--- src/design/whs_ram.sv ---
// ----------------------------------------------------------------------------
// whs_ram: generic single-write, single-read RAM
// One write port and one read port with registered read data.
// ----------------------------------------------------------------------------
`default_nettype none

module whs_ram #(
  parameter int WIDTH = 8,
  parameter int DEPTH = 16
) (
  input  wire logic                                   clk,
  input  wire logic                                   we,
  input  wire logic [(DEPTH > 1 ? $clog2(DEPTH) : 1)-1:0] waddr,
  input  wire logic [WIDTH-1:0]                       wdata,
  input  wire logic                                   re,
  input  wire logic [(DEPTH > 1 ? $clog2(DEPTH) : 1)-1:0] raddr,
  output logic      [WIDTH-1:0]                       rdata
);

  logic [WIDTH-1:0] mem [DEPTH];

  always_ff @(posedge clk) begin
    if (we) begin
      mem[waddr] <= wdata;
    end
    if (re) begin
      rdata <= mem[raddr];
    end
  end

endmodule

`default_nettype wire

--- config.mk ---
export PLATFORM = sky130hd
export DESIGN_NAME = whs_ram
export DESIGN_NICKNAME = d
export VERILOG_FILES = /design/src/design/whs_ram.sv
export SDC_FILE = /design/constraint.sdc
export NUM_CORES = 1
export LEC_CHECK = 0
export BUFFER_PORTS_ARGS = -buffer_cell sky130_fd_sc_hd__buf_2
export CAP_MARGIN = 30
export CORE_MARGIN = 5
export CORE_UTILIZATION = 40
export DETAILED_ROUTE_END_ITERATION = 10
export PLACE_DENSITY = 0.57
export REMOVE_ABC_BUFFERS = 1
export SLEW_MARGIN = 5
export SYNTH_ARGS = -nofsm -noshare
export SYNTH_HDL_FRONTEND = slang
export SYNTH_SLANG_ARGS = --single-unit
--- constraint.sdc ---
create_clock -name clk -period 1.6 [get_ports clk]
set_input_delay 0.08 -clock clk [delete_from_list [all_inputs] [get_ports clk]]
set_output_delay 0.08 -clock clk [all_outputs]
set_load 0.02 [all_outputs]
==> results of run 1 <==
[Yosys cell counts]
cell type	n	area (um^2)
nor2b_1	1	6.26
mux4_1	14	368
edfxtp_1	136	4080
and2_1	1	6.26
nand3b_1	2	15.0
buf_4	1	7.51
a22oi_1	16	120
buf_6	3	33.8
nand2b_1	2	12.5
clkdlybuf4s25_2	3	30.0
nor3_1	4	20.0
or3b_2	1	8.76
mux4_2	18	405
and2b_1	1	7.51
nor2_1	13	48.8
nand3_1	1	5.00
nand2_1	9	33.8
buf_2	3	15.0
[layout make-up]
type | count | area (um^2)
clock inverters | 10 | 38.8
flip-flops and latches | 136 | 4080
multi-input cells | 83 | 1060
repair buffers | 48 | 345
well taps | 172 | 215
fillers | 1094 | 6550
clock buffers | 20 | 437
[registers in the layout, indices dropped and copies added (netlist names)]
register	flops
mem	128
rdata	8
[final timing paths]
| check | endpoint | slack [ns] | depth (start not counted) |
|---|---|---|---|
| min reg2reg | rdata[2] | 0.75 | 3 |
| max | rdata[5] | 0.11 | 3 |
| min | rdata[2] | 0.05 | 1 |
| max reg2reg | rdata[5] | 0.11 | 3 |
[metrics by stage]
| step | hold slack, ns | instance area [um^2] | power, mW |
|---|---|---|---|
| final | 0.0475 | 6180 | 7.60 |
| after global routing | 0.0265 | 6180 | 7.91 |
| after CTS | 0.0262 | 6180 | 7.69 |
| after detailed placement | 0.461 | 5700 | 4.52 |
| after global placement | 0.463 | 5700 | 4.51 |
| after floorplan | 0.179 | 5140 | 4.29 |
[per-layer routing]
layer	wire [um]	global-route usage, %	share of wire [%]
met1	4500	18.4	45
met2	4810	21.2	48
met3	407	3.90	4.1
met4	223	6.38	2.2
met5	0	0	0
[logic make-up after synthesis]
| logic type | synth area share (%) |
|---|---|
| compound gates | 2.30 |
| buf+inv | 1.65 |
| flops | 78.1 |
| mux | 14.8 |
| simple gates | 3.14 |
[power breakdown]
| part | switching (mW) | total (mW) | internal (mW) |
|---|---|---|---|
| clock network | 1.27 | 3.17 | 1.90 |
| logic | 0.227 | 0.396 | 0.168 |
| registers | 0.0217 | 4.04 | 4.02 |
| total | 1.52 | 7.60 | 6.09 |
[worst register-to-register path, cell delays in order (launching register included)]
cell and delay [ns]:
edfxtp_1 0.37, mux4_1 0.51, a22oi_1 0.28, nand2_1 0.08
==> flow_metrics.tcl, run 1 <==
set metrics [dict create \
    cts_buffers 17 \
    fp.dieH_um 124 \
    setup_ws_ns 0.114 \
    hold_buffers 0 \
    power_leakage_nw 2.07 \
    setup_tns_ns 0 \
    wl_per_cell_um 21.2 \
    path_max_fanout 1 \
    max_slew.worst_pin.slew_ns 0.372 \
    worstPathCellList "mux4_1, a22oi_1, nand2_1" \
    hold_path.class "in2reg" \
    finalCritPeriodShare_pct 92.9 \
    slew_viol_final 0 \
    die_x_um 124 \
    status "completed" \
    core-area_um2 12700 \
    drv_cap 0 \
    ys_seq_area_share_pct 78.1 \
    critPathKind "reg2reg" \
    rsz0062_at_grt "false" \
    rows 41 \
    grt_usage_pct 13.9 \
    io_buffers 26 \
    syn_inst 229 \
    grt_pass1_vias 2640 \
    grt_max_degree 19 \
    critPathLaunchType "flip-flop" \
    firstDrtPassIters 5 \
    postCtsSetupBuffers 0 \
    crit_buf_inv 0 \
    required_ns 1.75 \
    slew_headroom_pct 75.2 \
    place_ws_ns -0.0355 \
    critPathSlowestCell "mux4_1" \
    drtIter0Drc 165 \
    skew_ns 0.00720 \
    gpl.final_weighted_congestion 0.719 \
    start_util_pct 41.1 \
    clk_path_buf_depth 2 \
    mostFrequentLayoutCell "edfxtp_1" \
    dpl.cell_count 439 \
    finalSetupViolCount 0 \
    fin_crit_ns 1.49 \
    io_pins 27 \
    final_cell_mix "edfxtp_1 (136), buf_2 (26), mux4_2 (18), buf_4 (18), clkbuf_16 (17)" \
    crit_family "multiplexers" \
    layoutNonFillerInstCount 469 \
    clkTransAtPathRegs_ns 0.05 \
    cp-startpoint "mem[9][5]" \
    cts-root-buf "clkbuf_16" \
    syn_area_per_cell_um2 22.8 \
    clkLatencyLatePin_ns 0.41 \
    htreeDepth 4 \
    drive_gt1_share_pct 28.6 \
    cts_tree "yes" \
    n_antenna_cell 0 \
    cts_resized 0 \
    grt_antenna_before_repair 0 \
    pwr_density_cell_nw_per_um2 1230 \
    utilization_pct 48.6 \
    dp_hpwl_um 6640 \
    ys_types 18 \
    cp-end-kind "flip-flop" \
    wl_um 9950 \
    area_growth_pct 18.2 \
    route.vias.total 2430 \
    ys_ff_latch 136 \
    hold_viol_final 0 \
    fp.dieArea_um2 15500 \
    reg2reg_from "mem[9][5]" \
    clkSinkCount 136 \
    crit_arrival_ns 1.64 \
    slowest_delay_ns 0.51 \
    final_nets 305 \
    syn-cell-area_um2 5230 \
    max_freq_ghz 0.673 \
    max-vdd-ir-drop_mv 0.770 \
    ant_nets 0 \
    vias_per_cell 5.18 \
    grt.overflow.total 0 \
    grt_pass1_wl_um 15600 \
    min_from "re" \
    ys_warn_count 0 \
    drc_errors 0 \
]
No activity file was read; power rests on OpenSTA's default activity.
==> run 2: changes to the inputs <==
Settings changed: REMOVE_ABC_BUFFERS 1 to unset.
==> flow_metrics.tcl, run 2 (synthesis results as in run 1) <==
set metrics [dict create \
    firstDrtPassIters 4 \
    grt.overflow.total 0 \
    hold-worst-slack_ns 0.0368 \
    grt_pass1_vias 2644 \
    p_comb_share_pct 4.8 \
    finalPower_mw 8.58 \
    p_sw_share_pct 19.0 \
    final_cell_mix "edfxtp_1 (136), buf_2 (26), buf_4 (26)" \
    clkTransAtPathRegs_ns 0.06 \
    skew_ns 0.00735 \
    setup_ws_ns 0.0642 \
    io_pins 27 \
    max_freq_ghz 0.651 \
    start_util_pct 41.1 \
    cp-end-kind "flip-flop" \
    hold_viol_final 0 \
    path_max_fanout 1 \
    cts-root-buf "clkbuf_16" \
    clk_path_buf_depth 2 \
    dp_hpwl_um 6640 \
    r2r_slack_ns 0.06 \
    core-area_um2 12700 \
    slew_viol_final 0 \
    crit_arrival_ns 1.68 \
    dpl.cell_count 447 \
    pwr-share-clk_pct 48.2 \
    cts_resized 0 \
    grt_max_degree 24 \
    fin_crit_ns 1.54 \
    mostFrequentLayoutCell "edfxtp_1" \
    cts_tree "yes" \
    pwr_density_cell_nw_per_um2 1340 \
    regMostFlops "mem" \
    wl_um 10400 \
    fp.dieArea_um2 15500 \
    max-vdd-ir-drop_mv 0.752 \
    grt_pass1_wl_um 16000 \
    finalSetupViolCount 0 \
    area_growth_pct 22.4 \
    power_leakage_nw 2.19 \
    vias_per_cell 5.17 \
    io_buffers 26 \
    finalInstanceArea_um2 6400 \
    utilization_pct 50.3 \
    place_area_um2 5760 \
    finalCritPeriodShare_pct 96.0 \
    hold_path.class "in2reg" \
    largest_register_ffs 128 \
    setup_tns_ns 0 \
    reg_top3 "mem (128), rdata (8)" \
    slew_headroom_pct 43.9 \
    final_nets 313 \
    hold_buffers 0 \
    die_x_um 124 \
    synth_nets 248 \
    ant_nets 0 \
    p_sw_mw 1.63 \
    grt_usage_pct 14.1 \
    wl_per_cell_um 21.7 \
    status "completed" \
    drtIter0Drc 265 \
    htreeDepth 4 \
    postCtsSetupBuffers 0 \
    cts_buffers 17 \
    critPathKind "reg2reg" \
    gpl.final_weighted_congestion 0.721 \
    drv_cap 0 \
    rows 41 \
    critPathLaunchType "flip-flop" \
    drc_errors 0 \
    rsz0062_at_grt "false" \
    grt_antenna_before_repair 0 \
    clkSinkCount 136 \
    place_ws_ns -0.0641 \
    pwr-share-seq_pct 47.0 \
    n_antenna_cell 0 \
    max_slew.worst_pin.slew_ns 0.838 \
    fp.dieH_um 124 \
    layoutNonFillerInstCount 478 \
    drive_gt1_share_pct 34.0 \
    internal-power_mw 6.95 \
    clkLatencyLatePin_ns 0.41 \
    route.vias.total 2471 \
    required_ns 1.75 \
]
## run 2: changes by cell type in the layout (fill, tap and decap cells not counted), sizes merged
cell / change
clkinv: -5
bufinv: +5
clkbuf: -1
buf: +8
clkinvlp: +2
## run 2: power by group through the flow
| stage | sequential (mW) | combinational, mW | clock [mW] |
|---|---|---|---|
| 4_1_cts | 4.03 | 0.419 | 4.21 |
| 3_3_place_gp | 4.10 | 0.412 | 0 |
| 2_1_floorplan | 4.13 | 0.203 | 0 |
| 5_1_grt | 4.04 | 0.447 | 4.38 |
| 6_report | 4.03 | 0.411 | 4.13 |
| 3_5_place_dp | 4.11 | 0.418 | 0 |
## run 2: path summary, 6_finish.rpt
| kind | endpoint | start | cells past startpoint |
|---|---|---|---|
| worst max-delay path | rdata[7] | mem[3][7] | 3 |
| worst min-delay path | rdata[0] | re | 1 |
| worst max register to register | rdata[7] | mem[3][7] | 3 |
| worst min register to register | rdata[5] | mem[12][5] | 3 |
## run 2: area by class of cell
| type | instances | area (um^2) |
|---|---|---|
| Clock inverter | 12 | 201 |
| Clock buffer | 19 | 433 |
| Timing Repair Buffer | 56 | 405 |
| Sequential cell | 136 | 4080 |
| Multi-Input combinational cell | 83 | 1060 |
| Tap cell | 172 | 215 |
| Fill cell | 1045 | 6330 |
## run 2: worst max-delay path, cell delays in order (launching register included)
cell      delay [ns]
edfxtp_1        0.36
mux4_2          0.47
a22oi_1         0.34
nand2_1         0.11
## run 2: metal layers
layer	vias to the layer above	track usage (%)	part of all wire, %
li1	1108	-	-
met1	1288	19.3	46
met2	61	21.7	48
met3	14	3.86	4.6
met4	0	5.42	1.4
met5	-	0	0
